[src/sv/itpc_pkg.sv]
// Shared types, constants and helper functions for the IPv4 text parser/classifier.
package itpc_pkg;

   // Queue between the parsing front end and the result back end
   localparam int FifoDepth    = 2;
   localparam int FifoPtrWidth = (FifoDepth > 1) ? $clog2(FifoDepth) : 1;
   localparam int FifoCntWidth = $clog2(FifoDepth + 1);

   // Grammar limits
   localparam logic [9:0] OctetMax    = 10'd255;
   localparam logic [9:0] OctetSat    = 10'd1023;
   localparam logic [2:0] PartLenMax  = 3'd3;
   localparam logic [2:0] PartLenSat  = 3'd4;
   localparam logic [2:0] LastPartIdx = 3'd3;

   // Character codes
   localparam logic [7:0] ChNul   = 8'h00;
   localparam logic [7:0] ChTab   = 8'h09;
   localparam logic [7:0] ChCr    = 8'h0D;
   localparam logic [7:0] ChSpace = 8'h20;
   localparam logic [7:0] ChPlus  = 8'h2B;
   localparam logic [7:0] ChMinus = 8'h2D;
   localparam logic [7:0] ChDot   = 8'h2E;
   localparam logic [7:0] ChZero  = 8'h30;
   localparam logic [7:0] ChNine  = 8'h39;

   // Classification boundaries on the first two octets
   localparam logic [7:0] OctPriv10      = 8'd10;
   localparam logic [7:0] OctPriv172     = 8'd172;
   localparam logic [7:0] OctPriv172Lo   = 8'd16;
   localparam logic [7:0] OctPriv172Hi   = 8'd31;
   localparam logic [7:0] OctPriv192     = 8'd192;
   localparam logic [7:0] OctPriv168     = 8'd168;
   localparam logic [7:0] OctLoopback    = 8'd127;
   localparam logic [7:0] OctMcastLo     = 8'd224;
   localparam logic [7:0] OctMcastHi     = 8'd239;
   localparam logic [7:0] OctReservedLo  = 8'd240;
   localparam logic [7:0] OctThisNet     = 8'd0;

   // Position in the dotted-quad grammar
   typedef enum logic [2:0] {
      PH_BEFORE,
      PH_START,
      PH_SIGNED,
      PH_DIGITS,
      PH_TRAIL
   } phase_type;

   typedef enum logic [2:0] {
      CLASS_PRIVATE   = 3'd0,
      CLASS_LOOPBACK  = 3'd1,
      CLASS_MULTICAST = 3'd2,
      CLASS_RESERVED  = 3'd3,
      CLASS_PUBLIC    = 3'd4
   } addr_class_type;

   // One finished text as handed from front to back
   typedef struct packed {
      logic        ok;
      logic [31:0] address;
   } rec_type;

   // Queue status seen by both sides
   typedef struct packed {
      logic empty;
      logic full;
   } fifo_stat_type;

   function automatic logic is_space(input logic [7:0] c);
      return (c == ChSpace) || (c >= ChTab && c <= ChCr);
   endfunction

   function automatic addr_class_type classify(input logic [31:0] ip);
      logic [7:0] a;
      logic [7:0] b;
      a = ip[31:24];
      b = ip[23:16];
      if (a == OctPriv10 || (a == OctPriv172 && b >= OctPriv172Lo && b <= OctPriv172Hi) ||
          (a == OctPriv192 && b == OctPriv168))
         return CLASS_PRIVATE;
      else if (a == OctLoopback)
         return CLASS_LOOPBACK;
      else if (a >= OctMcastLo && a <= OctMcastHi)
         return CLASS_MULTICAST;
      else if (a == OctThisNet || a >= OctReservedLo)
         return CLASS_RESERVED;
      else
         return CLASS_PUBLIC;
   endfunction

endpackage

[src/sv/itpc_if.sv]
// Valid/ready channel interfaces for the text byte input and the parse result output.
interface itpc_req_if;
   logic       valid;
   logic       ready;
   logic [7:0] ch;
   logic       last;

   modport source (output valid, output ch, output last, input ready);
   modport sink   (input valid, input ch, input last, output ready);
endinterface

interface itpc_rsp_if;
   logic        valid;
   logic        ready;
   logic        valid_res;
   logic [31:0] address;
   logic [2:0]  addr_class;

   modport source (output valid, output valid_res, output address, output addr_class,
                   input ready);
   modport sink   (input valid, input valid_res, input address, input addr_class,
                   output ready);
endinterface

[src/sv/itpc_front.sv]
// Front end: per-byte dotted-quad parser that emits one record per text.
module itpc_front
   import itpc_pkg::*;
(
   input  logic       clock,
   input  logic       reset,
   input  logic       take,
   input  logic [7:0] ch,
   input  logic       last,
   output logic       push,
   output rec_type    push_rec
);

   phase_type   phase_ff, phase_in;
   logic [2:0]  part_count_ff, part_count_in;
   logic [2:0]  part_length_ff, part_length_in;
   logic        minus_seen_ff, minus_seen_in;
   logic [9:0]  octet_acc_ff, octet_acc_in;
   logic [31:0] addr_acc_ff, addr_acc_in;
   logic        bad_ff, bad_in;

   // Values after this byte, before the end-of-text reset
   phase_type   ph;
   logic [2:0]  pc;
   logic [2:0]  pl;
   logic        ms;
   logic [9:0]  oa;
   logic [31:0] aa;
   logic        bd;
   logic        sp;
   logic [13:0] prod;
   logic        ok;

   function automatic logic part_ok(input phase_type p, input logic [2:0] len,
                                    input logic [9:0] acc, input logic minus);
      return (p == PH_DIGITS || p == PH_TRAIL) && (len <= PartLenMax) &&
             (acc <= OctetMax) && !(minus && acc != 10'd0);
   endfunction

   assign sp = is_space(ch);

   // Byte update of the grammar state
   always_comb begin
      ph   = phase_ff;
      pc   = part_count_ff;
      pl   = part_length_ff;
      ms   = minus_seen_ff;
      oa   = octet_acc_ff;
      aa   = addr_acc_ff;
      bd   = bad_ff;
      prod = 14'd0;
      if (!(phase_ff == PH_BEFORE && sp)) begin
         if (phase_ff == PH_BEFORE) begin
            pl = 3'd0;
            ph = PH_START;
            ms = 1'b0;
            oa = 10'd0;
         end
         if (ch == ChNul) begin
            bd = 1'b1;
         end else if (ph == PH_TRAIL) begin
            if (!sp) bd = 1'b1;
         end else if (ch == ChDot) begin
            if (!part_ok(ph, pl, oa, ms) || pc >= LastPartIdx) begin
               bd = 1'b1;
            end else begin
               aa = {aa[23:0], oa[7:0]};
               pc = pc + 3'd1;
               pl = 3'd0;
               ph = PH_START;
               ms = 1'b0;
               oa = 10'd0;
            end
         end else if (sp) begin
            if (ph == PH_START) begin
               if (pl < PartLenSat) pl = pl + 3'd1;
            end else if (ph == PH_DIGITS) begin
               ph = PH_TRAIL;
            end else begin
               bd = 1'b1;
            end
         end else if (ch == ChPlus || ch == ChMinus) begin
            if (ph != PH_START) begin
               bd = 1'b1;
            end else begin
               ph = PH_SIGNED;
               ms = (ch == ChMinus);
               if (pl < PartLenSat) pl = pl + 3'd1;
            end
         end else if (ch >= ChZero && ch <= ChNine) begin
            ph = PH_DIGITS;
            if (pl < PartLenSat) pl = pl + 3'd1;
            prod = {4'd0, oa} * 14'd10 + {10'd0, 4'(ch - ChZero)};
            oa = (prod > {4'd0, OctetSat}) ? OctetSat : prod[9:0];
         end else begin
            bd = 1'b1;
         end
      end
   end

   // Next state: back to the start of a text after the last byte
   always_comb begin
      phase_in       = phase_ff;
      part_count_in  = part_count_ff;
      part_length_in = part_length_ff;
      minus_seen_in  = minus_seen_ff;
      octet_acc_in   = octet_acc_ff;
      addr_acc_in    = addr_acc_ff;
      bad_in         = bad_ff;
      if (take) begin
         if (last) begin
            phase_in       = PH_BEFORE;
            part_count_in  = 3'd0;
            part_length_in = 3'd0;
            minus_seen_in  = 1'b0;
            octet_acc_in   = 10'd0;
            addr_acc_in    = 32'd0;
            bad_in         = 1'b0;
         end else begin
            phase_in       = ph;
            part_count_in  = pc;
            part_length_in = pl;
            minus_seen_in  = ms;
            octet_acc_in   = oa;
            addr_acc_in    = aa;
            bad_in         = bd;
         end
      end
   end

   // Outputs: final verdict and address on the last byte
   always_comb begin
      ok               = !bd && (pc == LastPartIdx) && part_ok(ph, pl, oa, ms);
      push             = take && last;
      push_rec.ok      = ok;
      push_rec.address = ok ? {aa[23:0], oa[7:0]} : 32'd0;
   end

   always_ff @(posedge clock) begin
      if (reset) begin
         phase_ff       <= PH_BEFORE;
         part_count_ff  <= 3'd0;
         part_length_ff <= 3'd0;
         minus_seen_ff  <= 1'b0;
         octet_acc_ff   <= 10'd0;
         addr_acc_ff    <= 32'd0;
         bad_ff         <= 1'b0;
      end else begin
         phase_ff       <= phase_in;
         part_count_ff  <= part_count_in;
         part_length_ff <= part_length_in;
         minus_seen_ff  <= minus_seen_in;
         octet_acc_ff   <= octet_acc_in;
         addr_acc_ff    <= addr_acc_in;
         bad_ff         <= bad_in;
      end
   end

endmodule

[src/sv/itpc_fifo.sv]
// Short record queue that decouples the parser from the result stage.
module itpc_fifo
   import itpc_pkg::*;
(
   input  logic          clock,
   input  logic          reset,
   input  logic          push,
   input  rec_type       push_rec,
   input  logic          pop,
   output rec_type       pop_rec,
   output fifo_stat_type stat
);

   rec_type                   mem_ff [FifoDepth];
   logic [FifoPtrWidth-1:0]   wr_ptr_ff, wr_ptr_in;
   logic [FifoPtrWidth-1:0]   rd_ptr_ff, rd_ptr_in;
   logic [FifoCntWidth-1:0]   count_ff, count_in;

   function automatic logic [FifoPtrWidth-1:0] ptr_next(input logic [FifoPtrWidth-1:0] p);
      return (p == FifoPtrWidth'(FifoDepth - 1)) ? '0 : p + 1'b1;
   endfunction

   // Pointer and fill count update
   always_comb begin
      wr_ptr_in = push ? ptr_next(wr_ptr_ff) : wr_ptr_ff;
      rd_ptr_in = pop  ? ptr_next(rd_ptr_ff) : rd_ptr_ff;
      count_in  = count_ff;
      if (push && !pop)      count_in = count_ff + 1'b1;
      else if (pop && !push) count_in = count_ff - 1'b1;
   end

   assign stat.empty = (count_ff == '0);
   assign stat.full  = (count_ff == FifoCntWidth'(FifoDepth));
   assign pop_rec    = mem_ff[rd_ptr_ff];

   always_ff @(posedge clock) begin
      if (reset) begin
         wr_ptr_ff <= '0;
         rd_ptr_ff <= '0;
         count_ff  <= '0;
      end else begin
         wr_ptr_ff <= wr_ptr_in;
         rd_ptr_ff <= rd_ptr_in;
         count_ff  <= count_in;
      end
   end

   // Entry storage, no reset needed
   always_ff @(posedge clock) begin
      if (push) mem_ff[wr_ptr_ff] <= push_rec;
   end

endmodule

[src/sv/itpc_back.sv]
// Back end: classifies a finished record and holds it in the output register.
module itpc_back
   import itpc_pkg::*;
(
   input  logic          clock,
   input  logic          reset,
   input  fifo_stat_type stat,
   input  rec_type       pop_rec,
   output logic          pop,
   input  logic          out_ready,
   output logic          out_valid,
   output logic          out_valid_res,
   output logic [31:0]   out_address,
   output logic [2:0]    out_class
);

   logic        valid_ff, valid_in;
   logic        valid_res_ff, valid_res_in;
   logic [31:0] address_ff, address_in;
   logic [2:0]  class_ff, class_in;

   // Load the output register whenever it is empty or being drained
   assign pop = !stat.empty && (!valid_ff || out_ready);

   always_comb begin
      valid_in     = valid_ff;
      valid_res_in = valid_res_ff;
      address_in   = address_ff;
      class_in     = class_ff;
      if (pop) begin
         valid_in     = 1'b1;
         valid_res_in = pop_rec.ok;
         address_in   = pop_rec.address;
         class_in     = pop_rec.ok ? 3'(classify(pop_rec.address)) : 3'(CLASS_PRIVATE);
      end else if (out_ready) begin
         valid_in = 1'b0;
      end
   end

   always_ff @(posedge clock) begin
      if (reset) valid_ff <= 1'b0;
      else       valid_ff <= valid_in;
   end

   always_ff @(posedge clock) begin
      valid_res_ff <= valid_res_in;
      address_ff   <= address_in;
      class_ff     <= class_in;
   end

   assign out_valid     = valid_ff;
   assign out_valid_res = valid_res_ff;
   assign out_address   = address_ff;
   assign out_class     = class_ff;

endmodule

[src/sv/ipv4_text_parser_classifier_top.sv]
// Top level of the IPv4 dotted-decimal text parser and address classifier.
//
// req_chan carries the address text, one byte (ch) per transaction, with last
// set on the final byte. rsp_chan returns one transaction per text: valid_res,
// the 32-bit address (first octet in bits 31..24) and addr_class (private,
// loopback, multicast, reserved, public); address and class are zero when
// the text is malformed.
// Throughput: one byte per cycle unless the queue is full, texts back to back.
// The parser writes the finished record into the queue when it accepts the
// last byte; the output register then loads it, and the result is valid
// from that register. The record waits in the two-entry queue while the
// output is stalled.
// When rsp_chan stalls, the output register holds its transaction, the queue
// fills, and req_ready drops only once the queue is full; parsing bytes of a
// new text continues until then.
// Reset (synchronous, active high) returns the parser to the start of a text,
// empties the queue and clears the output valid.
module ipv4_text_parser_classifier_top
   import itpc_pkg::*;
(
   input  logic       clock,
   input  logic       reset,
   itpc_req_if.sink   req_chan,
   itpc_rsp_if.source rsp_chan
);

   logic          take;
   logic          push;
   rec_type       push_rec;
   logic          pop;
   rec_type       pop_rec;
   fifo_stat_type stat;

   assign req_chan.ready = !stat.full;
   assign take           = req_chan.valid && req_chan.ready;

   itpc_front u_front (
      .clock    (clock),
      .reset    (reset),
      .take     (take),
      .ch       (req_chan.ch),
      .last     (req_chan.last),
      .push     (push),
      .push_rec (push_rec)
   );

   itpc_fifo u_fifo (
      .clock    (clock),
      .reset    (reset),
      .push     (push),
      .push_rec (push_rec),
      .pop      (pop),
      .pop_rec  (pop_rec),
      .stat     (stat)
   );

   itpc_back u_back (
      .clock         (clock),
      .reset         (reset),
      .stat          (stat),
      .pop_rec       (pop_rec),
      .pop           (pop),
      .out_ready     (rsp_chan.ready),
      .out_valid     (rsp_chan.valid),
      .out_valid_res (rsp_chan.valid_res),
      .out_address   (rsp_chan.address),
      .out_class     (rsp_chan.addr_class)
   );

`ifndef SYNTHESIS
   // A malformed text reports all-zero payload
   a_invalid_zero: assert property (@(posedge clock) disable iff (reset)
      (rsp_chan.valid && !rsp_chan.valid_res) |->
         (rsp_chan.address == 32'd0 && rsp_chan.addr_class == 3'(CLASS_PRIVATE)))
      else $error("invalid result with nonzero payload");

   // Loopback addresses are classified as such
   a_loopback: assert property (@(posedge clock) disable iff (reset)
      (rsp_chan.valid && rsp_chan.valid_res && rsp_chan.address[31:24] == OctLoopback) |->
         (rsp_chan.addr_class == 3'(CLASS_LOOPBACK)))
      else $error("loopback address misclassified");

   // With the pipe empty, a last byte passes through the queue and the output register to a valid output
   a_latency: assert property (@(posedge clock) disable iff (reset)
      (take && req_chan.last && stat.empty && !rsp_chan.valid) |-> ##2 rsp_chan.valid)
      else $error("result missing after last byte");

   // Queue never overflows: no push while full
   a_no_overflow: assert property (@(posedge clock) disable iff (reset)
      stat.full |-> !push)
      else $error("record pushed into full queue");
`endif

endmodule
[src/flat_wrapper.sv]
// flat-port wrapper written by rule: the top's interface ports become plain ports
module ipv4_text_parser_classifier_top_flat import itpc_pkg::*;
  (clock, reset, req_chan_valid, req_chan_ch, req_chan_last, req_chan_ready, rsp_chan_valid, rsp_chan_valid_res, rsp_chan_address, rsp_chan_addr_class, rsp_chan_ready);
  itpc_req_if req_chan_i ();
  itpc_rsp_if rsp_chan_i ();
  input  logic clock;
  input  logic reset;
  input wire logic [$bits(req_chan_i.valid)-1:0] req_chan_valid;
  input wire logic [$bits(req_chan_i.ch)-1:0] req_chan_ch;
  input wire logic [$bits(req_chan_i.last)-1:0] req_chan_last;
  output wire logic [$bits(req_chan_i.ready)-1:0] req_chan_ready;
  output wire logic [$bits(rsp_chan_i.valid)-1:0] rsp_chan_valid;
  output wire logic [$bits(rsp_chan_i.valid_res)-1:0] rsp_chan_valid_res;
  output wire logic [$bits(rsp_chan_i.address)-1:0] rsp_chan_address;
  output wire logic [$bits(rsp_chan_i.addr_class)-1:0] rsp_chan_addr_class;
  input wire logic [$bits(rsp_chan_i.ready)-1:0] rsp_chan_ready;
  assign req_chan_i.valid = req_chan_valid;
  assign req_chan_i.ch = req_chan_ch;
  assign req_chan_i.last = req_chan_last;
  assign req_chan_ready = req_chan_i.ready;
  assign rsp_chan_valid = rsp_chan_i.valid;
  assign rsp_chan_valid_res = rsp_chan_i.valid_res;
  assign rsp_chan_address = rsp_chan_i.address;
  assign rsp_chan_addr_class = rsp_chan_i.addr_class;
  assign rsp_chan_i.ready = rsp_chan_ready;
  ipv4_text_parser_classifier_top u_core (.clock(clock), .reset(reset), .req_chan(req_chan_i), .rsp_chan(rsp_chan_i));
endmodule
[config.mk]
export PLATFORM = sky130hd
export DESIGN_NAME = ipv4_text_parser_classifier_top_flat
export DESIGN_NICKNAME = d
export VERILOG_FILES = /design/src/sv/itpc_pkg.sv /design/src/sv/itpc_if.sv /design/src/sv/itpc_front.sv /design/src/sv/itpc_fifo.sv /design/src/sv/itpc_back.sv /design/src/sv/ipv4_text_parser_classifier_top.sv /design/src/flat_wrapper.sv
export SDC_FILE = /design/constraint.sdc
export NUM_CORES = 1
export LEC_CHECK = 0
export BUFFER_PORTS_ARGS = -buffer_cell sky130_fd_sc_hd__buf_2
export CAP_MARGIN = 5
export CELL_PAD_IN_SITES_DETAIL_PLACEMENT = 0
export CELL_PAD_IN_SITES_GLOBAL_PLACEMENT = 1
export CORE_UTILIZATION = 43
export DETAILED_ROUTE_END_ITERATION = 8
export PLACE_DENSITY_LB_ADDON = 0.3
export SETUP_SLACK_MARGIN = 0.15
export SYNTH_ARGS = -nofsm -noshare
export SYNTH_HDL_FRONTEND = slang
export SYNTH_SLANG_ARGS = --single-unit
[constraint.sdc]
create_clock -name clock -period 4.7 [get_ports clock]
set_input_delay 0.94 -clock clock [delete_from_list [all_inputs] [get_ports clock]]
set_output_delay 0.94 -clock clock [all_outputs]
set_load 0.02 [all_outputs]
=== Word level (Yosys, flattened, before mapping) ===
Memory sizes are Yosys's and may differ from the RTL's. A register that Yosys moved wholly into a read port is not among the register bits.
Cells that the tools add are included.

* Output and inout port bits: 38
* Register bits after elaboration: 86
* Input port bits: 13
* RAM bits: 66
* Logic and storage cells: 201
* Memories: 1

* Add/subtract/negate cells: 8
* Reductions and logical operators: 51
* Multiplexer cells: 90
* $mul: 1
* Bitwise operators: 1
* Equality and inequality tests: 17
* Order comparisons: 16

{| class="wikitable"
|+ Memories
! memory !! words !! bits a word !! read ports !! clocked after memory_dff !! write ports !! RTL line !! source
|-
| u_core.u_fifo.mem_ff || 2 || 33 || 1 || 1 || 1 || itpc_fifo.sv:14 || <nowiki>rec_type mem_ff [FifoDepth];</nowiki>
|}

{| class="wikitable"
|+ Operator list
! operator !! number
|-
| 2-to-1 mux 24 bit || 6
|-
| 2-to-1 mux 10 bit || 12
|-
| 2-to-1 mux 3 bit || 35
|-
| 2-to-1 mux 1 bit || 33
|-
| == test 8 x 6 -> 1 bit (second input constant) || 4
|-
| 2-to-1 mux 32 bit || 1
|-
| == test 8 bit (second input constant) || 3
|-
| logical AND 1 bit || 22
|-
| less-or-equal comparator 10 x 8 -> 1 bit (second input constant) || 2
|-
| nonzero test 10 bit || 2
|-
| >= comparator 8 bit (second input constant) || 2
|-
| logical NOT 8 bit || 2
|-
| adder 14 x 4 -> 14 bit || 1
|-
| > comparator 14 x 10 -> 1 bit (second input constant) || 1
|-
| multiplier 10 x 3 -> 13 bit (second input constant) || 1
|-
| == test 3 x 2 -> 1 bit (second input constant) || 3
|-
| logical NOT 1 bit || 9
|-
| logical OR 1 bit || 9
|-
| == test 8 x 4 -> 1 bit (second input constant) || 1
|-
| == test 8 x 7 -> 1 bit (second input constant) || 1
|-
| >= comparator 8 x 4 -> 1 bit (second input constant) || 1
|-
| >= comparator 8 x 5 -> 1 bit (second input constant) || 1
|-
| >= comparator 8 x 6 -> 1 bit (second input constant) || 1
|-
| less-or-equal comparator 8 x 4 -> 1 bit (second input constant) || 1
|-
| other kinds (23) || 30
|}

=== Depth between registers and ports, before layout ===
Gate-level depths: netlist of run 1.

* Depth in word-level cells: 24
* Gate-level depth with buffers: 20

=== Hierarchy ===
From an unflattened synthesis of run 1, not the netlist that was laid out.

* Cells, all modules: 731
* Area total of the unflattened synthesis: 7,796.2 sq um

{| class="wikitable"
|+ By module, submodules not included
! module !! area an instance (sq um) !! cells an instance !! times used !! seq. area each (sq um)
|-
| itpc_front || 3,912.5 || 538 || 1 || 900.9
|-
| itpc_fifo || 2,581.2 || 125 || 1 || 2,082.0
|-
| itpc_back || 1,292.5 || 66 || 1 || 1,101.1
|-
| ipv4_text_parser_classifier_top || 10.0 || 2 || 1 || 0.0
|}

=== Worst setup path after synthesis of run 1 ===
OpenSTA, ideal clock, no wires.

* Path type: register -> register
* Start: register u_core.u_front.phase_ff[1]
* End: memory u_core.u_fifo.mem_ff[0][13] in the netlist's numbering (data pin)
* Setup slack: -0.347 ns
* Required time: 4.508 ns
* Library setup time: 0.192 ns
* Data arrival time: 4.855 ns
* Stages on the path, launching flop included: 20
* Path through: dfxtp_1 or3_1 clkbuf_1 clkbuf_1 clkbuf_1 nand3_1 o21ai_0 ha_1 inv_1 fa_1 nand2b_1 a2111oi_0 a211o_1 o2111ai_1 mux2_2 o31ai_1 nand4_1 o41a_1 buf_2 a2111oi_4

{| class="wikitable"
|+ RTL lines
! item !! RTL line !! source
|-
| start: declaration || itpc_front.sv:14 || <nowiki>phase_type phase_ff, phase_in;</nowiki>
|-
| start signal: assignment || itpc_front.sv:149 || <nowiki>phase_ff <= phase_in;</nowiki>
|-
| end: declaration || itpc_fifo.sv:14 ||
|}

==> results of run 1 <==
==> final timing paths <==
check,end,cells past startpoint
hold / removal,u_core.u_front.part_length_ff[1],2
hold reg to reg,u_core.u_front.part_length_ff[1],2
setup reg to reg,u_core.u_fifo.mem_ff[1][15],15
setup / recovery,u_core.u_fifo.mem_ff[1][15],15
==> metrics by stage <==
stage,worst slack (ns),hold slack [ns]
floorplan,0.156,0.454
global placement,0.00357,0.487
detailed placement,-0.136,0.482
CTS,0.153,0.499
global route,0.109,0.526
finish,0.283,0.493
==> synth_stat cells (7+ instances only) <==
cell type,number
a211oi_1,10
a21o_1,7
a21oi_1,37
a22oi_1,31
a31oi_1,8
and3_1,10
buf_2,10
clkbuf_1,40
dfxtp_1,51
edfxtp_1,102
ha_1,16
inv_1,24
mux2_2,32
nand2_1,44
nand2b_1,8
nand4_1,9
nor2_1,112
nor3_1,24
nor3b_1,8
nor4_1,10
nor4_2,16
o211ai_1,8
o21ai_0,25
o31ai_1,8
or3_1,7
xnor2_1,15
==> final cells by class <==
class | instances | area [sq um]
fillers | 1595 | 8400
flip-flops and latches | 153 | 4080
multi-input cells | 545 | 3990
repair buffers | 112 | 769
clock buffers | 17 | 425
well taps | 229 | 287
clock inverters | 15 | 159
inverters | 24 | 90.1
==> worst register-to-register path, cell delays in order, from the launching register on <==
cell and delay [ns]:
dfxtp_1 0.32, or3_4 0.44, buf_4 0.17, and3_1 0.18, ha_1 0.36, or3b_2 0.50, o311ai_2 0.10, a211o_1 0.19
o2111ai_1 0.10, mux2_4 0.35, o211ai_1 0.22, a31oi_2 0.15, o41a_1 0.43, buf_4 0.18, buf_12 0.16, a2111oi_4 0.36
==> repair_timing <==
action / 4_1_cts / 5_1_grt
resized for setup: 17 / 35
pin swaps: 4 / 12
gates cloned: 0 / 1
endpoints found under the setup margin: 62 / 66
buffers inserted: 3 / 10
==> metal layers <==
metal	vias to the layer above	share of wire, %	track usage (%)
li1	3079	-	-
met1	3213	46	33.2
met2	255	45	34.7
met3	32	7.8	4.99
met4	0	1.4	6.78
met5	-	0	0
==> where the power goes <==
group	switching (uW)	leakage, uW	total, uW	internal, uW
registers	66.6	0.00137	1760	1690
logic	541	0.00185	814	273
clock network	586	0.000281	1340	751
total	1190	0.00350	3910	2720
==> flip-flops by register name (all words and copies together), names as in the netlist, named ones only <==
signal,flops
u_core.u_back.out_address,32
u_core.u_front.bad_ff,1
u_core.u_front.phase_ff,3
u_core.u_fifo.wr_ptr_ff,1
u_core.u_back.out_valid,1
u_core.u_front.octet_acc_ff,10
u_core.u_back.out_valid_res,1
u_core.u_fifo.count_ff,2
u_core.u_front.minus_seen_ff,1
u_core.u_back.out_class,3
u_core.u_fifo.mem_ff,66
u_core.u_front.addr_acc_ff,24
u_core.u_fifo.rd_ptr_ff,1
u_core.u_front.part_count_ff,3
u_core.u_front.part_length_ff,3
==> logic make-up after synthesis <==
group	synth area share (%)
adders and majority gates	2.72
DFF	50.4
xor gates and xnor gates	2.27
AOI/OAI and AO/OA	16.5
and+or+nand+nor	19.2
buffers and inverters	3.86
muxes	5.06
==> flow_metrics.tcl, run 1 <==
set metrics [dict create \
    status "complete, no violations" \
    path_buf_inv 3 \
    min_from "u_core.u_front.part_length_ff[1]" \
    n_antenna_cell 0 \
    final_common_cell "nor2_1" \
    holdBufCountCts 0 \
    synth_warnings 0 \
    finalSetupViolations 0 \
    die_w_um 139 \
    synthFlopType "edfxtp_1" \
    netlist_area_sq_um 8100 \
    cp_slowest_cell "or3b_2" \
    synth_cell_types 73 \
    place_area_sq_um 8830 \
    max_cap_violations 0 \
    peakVddDrop_mv 0.250 \
    clock_skew_ns 0.0105 \
    die_y_um 139 \
    clock-sinks 153 \
    grt_pass1_wl_um 34000 \
    cts_tree "built" \
    grt_pass1_vias 6006 \
    drive_gt1_share_pct 28.3 \
    yosys.area.top_type "edfxtp_1" \
    synth_edf_count 102 \
    gp_congestion 0.899 \
    hold_class "reg2reg" \
    fin_util_pct 53.9 \
    synth_nets 804 \
    cpMostUsedCell "buf_4" \
    setup_tns_ns 0 \
    grt_overflow_total 0 \
    antenna_found_initial 0 \
    maxSlewHeadroom_pct 33.8 \
    crit_start "u_core.u_front.phase_ff[1]" \
    p_total_uw 3910 \
    crit_family "compound AO/OA/AOI/OAI gates" \
    cts_buffer_depth 2 \
    clk_latency_ns 0.42 \
    ys_seq_area_share_pct 50.4 \
    path_class "reg2reg" \
    required_ns 4.91 \
    critPathMaxFanout 11 \
    post_synth.cell_area_avg_sq_um 10.5 \
    worst_setup_path_end_kind "flip-flop" \
    routedWlPerCell_um 20.3 \
    crit_path_max_incr_delay_ns 0.50 \
    final.min_clock_period_ns 4.42 \
    cts_buffers 17 \
    fin_crit_sh_pct 94.0 \
    port_buffers 50 \
    ant_nets 0 \
    design_area_sq_um 9810 \
    initial_core_util_pct 44.5 \
    synth_area_leaders "edfxtp_1 38%, dfxtp_1 13%, nor2_1 5.2%" \
    syn-instance-count 774 \
    layout.cells.non_filler 1095 \
    drtIter0Drc 569 \
    wl_um 22300 \
    power_per_cell_area_nw_per_um2 399 \
    rsz0062_at_grt "false" \
    viasPerCell 6.01 \
    ys_ff_latch 153 \
    dr.pass1.iters 5 \
    vias 6579 \
    drc 0 \
    r2r_slack_ns 0.28 \
    dp_cells 1049 \
    clk_pin_slew_ns 0.06 \
    htree_levels 4 \
    hold_viol_final 0 \
    async_flop_share_pct 0 \
    crit_path_start_kind "flip-flop" \
    p_leak_uw 0.00350 \
    fmax_mhz 226 \
    layout_common_cells "109 x nor2_1, 102 x edfxtp_1, 56 x buf_4, 51 x dfxtp_1, 50 x buf_2" \
    ios 51 \
    grt_max_degree 52 \
    core_area_sq_um 18200 \
    clk_root_buffer_cell "clkbuf_16" \
    worst_pin_slew_ns 0.993 \
    area_delta_synth_final_pct 21.0 \
    crit_path_cell_trace "or3_4 > buf_4 > and3_1 > ha_1 > or3b_2 > o311ai_2 > a211o_1 > o2111ai_1 > mux2_4 > o211ai_1 > a31oi_2 > o41a_1 > buf_4 > buf_12 > a2111oi_4" \
    cp.arrival_ns 4.63 \
    drv_slew 0 \
    track_usage_pct 23.1 \
    synth_top_area_share_pct 37.8 \
    post-dp-hpwl_um 15800 \
    die_area_sq_um 19400 \
    r2r_start "u_core.u_front.phase_ff[1]" \
    num-nets-final 883 \
    num_rows 49 \
]
Note: power is estimated with default switching activity, not from simulation.
==> run 2, diff against run 1 <==
Settings changed: CORE_UTILIZATION 43 to 25, CTS_BUF_LIST set to sky130_fd_sc_hd__clkbuf_2.
==> run 2 against run 1 <==
Compared with the run above:
- maximum frequency down 0.35%
- largest cell class unchanged
- count of clock-buffer cells in the layout unchanged
- setup slack worse by 0.016 ns
- sequential power about the same
- clock power down 39%
- critical endpoint is now u_core.u_fifo.mem_ff[0][9]
- die area up 71%
- hold slack better by 0.0070 ns
- cell area up 0.71%
- clock skew up 0.033 ns
- combinational power up 2.6%
- first-iteration DRC count up 11%
==> flow_metrics.tcl, run 2 (synthesis results as in run 1) <==
set metrics [dict create \
    status "complete, no violations" \
    critPathMaxFanout 8 \
    drtIter0Drc 633 \
    die_area_sq_um 33100 \
    peakVddDrop_mv 0.173 \
    fmax_mhz 226 \
    antenna_found_initial 1 \
    largest_register_ff_count 66 \
    worst_pin_slew_ns 1.03 \
    final_common_cell "nor2_1" \
    crit_path_start_kind "flip-flop" \
    path_class "reg2reg" \
    grt_pass1_vias 6178 \
    crit_path_cell_trace "or3_4 > and3_1 > ha_2 > inv_1 > fa_1 > nand2b_1 > a21oi_2 > buf_4 > nand4_1 > mux2_4 > a211oi_4 > nand4_1 > o41a_4 > buf_4 > a2111oi_4" \
    rsz0062_at_grt "false" \
    clk_latency_ns 0.72 \
    worst_setup_path_end_kind "flip-flop" \
    num_rows 65 \
    cp_slowest_cell "o41a_4" \
    maxSlewHeadroom_pct 31.5 \
    ios 51 \
    power_per_cell_area_nw_per_um2 344 \
    crit_path_max_incr_delay_ns 0.58 \
    cp.arrival_ns 4.96 \
    required_ns 5.22 \
    viasPerCell 5.04 \
    layout_common_cells "110 x nor2_1, 102 x edfxtp_1, 71 x buf_4, 50 x buf_2, 49 x dfxtp_1" \
    p_total_uw 3400 \
    clock-sinks 153 \
    cts_buffers 17 \
    hold_class "in2reg" \
    grt_max_degree 52 \
    ff_latch_area_sq_um 4090 \
    grt_overflow_total 0 \
    crit_start "u_core.u_front.phase_ff[2]" \
    dr.pass1.iters 6 \
    core_area_sq_um 31700 \
    vias 6482 \
    grt_pass1_wl_um 36200 \
    track_usage_pct 14.1 \
    routedWlPerCell_um 18.2 \
    post-dp-hpwl_um 16200 \
    hold_viol_final 0 \
    clock_skew_ns 0.0431 \
    holdBufCountCts 0 \
    r2r_start "u_core.u_front.phase_ff[2]" \
    finalSetupViolations 0 \
    die_y_um 182 \
    drv_slew 0 \
    max_cap_violations 0 \
    min_from "rsp_chan_ready" \
    drive_gt1_share_pct 29.6 \
    clk_root_buffer_cell "clkbuf_2" \
    htree_levels 4 \
    final.min_clock_period_ns 4.43 \
    setup_tns_ns 0 \
    fin_crit_sh_pct 94.3 \
    gp_congestion 0.906 \
    initial_core_util_pct 25.6 \
    cts_buffer_depth 2 \
    die_w_um 182 \
    fill_cells 3288 \
    cts_tree "built" \
    port_buffers 50 \
    area_delta_synth_final_pct 21.9 \
    clk_pin_slew_ns 0.29 \
    p_leak_uw 0.00345 \
    fin_hold_ws_ns 0.500 \
    wl_um 23300 \
    multi_input_area_sq_um 4040 \
    ant_nets 0 \
    drc 0 \
    regMostFlops "u_core.u_fifo.mem_ff" \
    num-nets-final 899 \
]
run 2: cell types whose count changed in the layout (fill, tap and decap cells not counted), moves of 3 or more:
cell | before | now
a21oi_2 | 1 | 4
buf_4 | 56 | 71
clkbuf_16 | 18 | 1
clkbuf_2 | 0 | 17
nor4_2 | 14 | 10
nor4_4 | 4 | 8
o21ai_1 | 8 | 4
o21ai_2 | 1 | 4
run 2: power breakdown:
group / leakage [uW] / switching [uW] / total (uW) / internal, uW
registers: 0.00137 / 67.7 / 1760 / 1690
clock network: 0.000157 / 581 / 811 / 229
logic: 0.00193 / 555 / 835 / 280
run 2: per-layer routing:
metal | wire, um | vias up | GRT usage (%)
li1 | - | 3120 | -
met4 | 210 | 0 | 3.03
met3 | 1170 | 21 | 2.05
met5 | 0 | - | 0
met2 | 10400 | 207 | 21.5
met1 | 11600 | 3134 | 20.9
run 2: path summary, 6_finish.rpt:
kind / endpoint / slack [ns] / cells past startpoint
setup / recovery: u_core.u_fifo.mem_ff[0][9] / 0.27 / 15
hold / removal: u_core.u_back.out_valid / 0.50 / 3
setup reg to reg: u_core.u_fifo.mem_ff[0][9] / 0.27 / 15
hold reg to reg: u_core.u_front.part_length_ff[0] / 0.53 / 2
run 2: worst max-delay path: cells and delay by family (launching register included):
family	cells	cell delay, ns
compound gates	4	1.33
fa+ha+maj	2	0.66
flops	1	0.39
simple gates	5	1.07
buf+inv	3	0.39
mux	1	0.37
run 2: cell type report:
| type | count | share of cell area, % |
|---|---|---|
| clock inverter | 15 | 1.85 |
| antenna | 1 | 0.0253 |
| sequential | 153 | 41.4 |
| tap | 402 | 5.09 |
| inverter | 24 | 0.912 |
| multi-input combinational | 545 | 40.8 |
| timing repair buffer | 128 | 9.04 |
| clock buffer | 17 | 0.861 |
run 2: through the flow:
step           cells  instance area [sq um]  setup WS [ns]  utilization (%)
2_1_floorplan    774                   8140          0.156                -
3_3_place_gp    1239                   9150         0.0124             28.9
3_5_place_dp    1239                   9150         -0.130             28.9
4_1_cts         1274                   9540          0.119             30.1
5_1_grt         1285                   9880         0.0981             31.1
6_report        1285                   9880          0.267             31.1
run 2: timing repair:
item | 4_1_cts | 5_1_grt
pin swaps | 2 | 15
buffers inserted | 3 | 8
endpoints found under the setup margin | 66 | 66
gates resized for setup | 23 | 42
cloned | 0 | 2
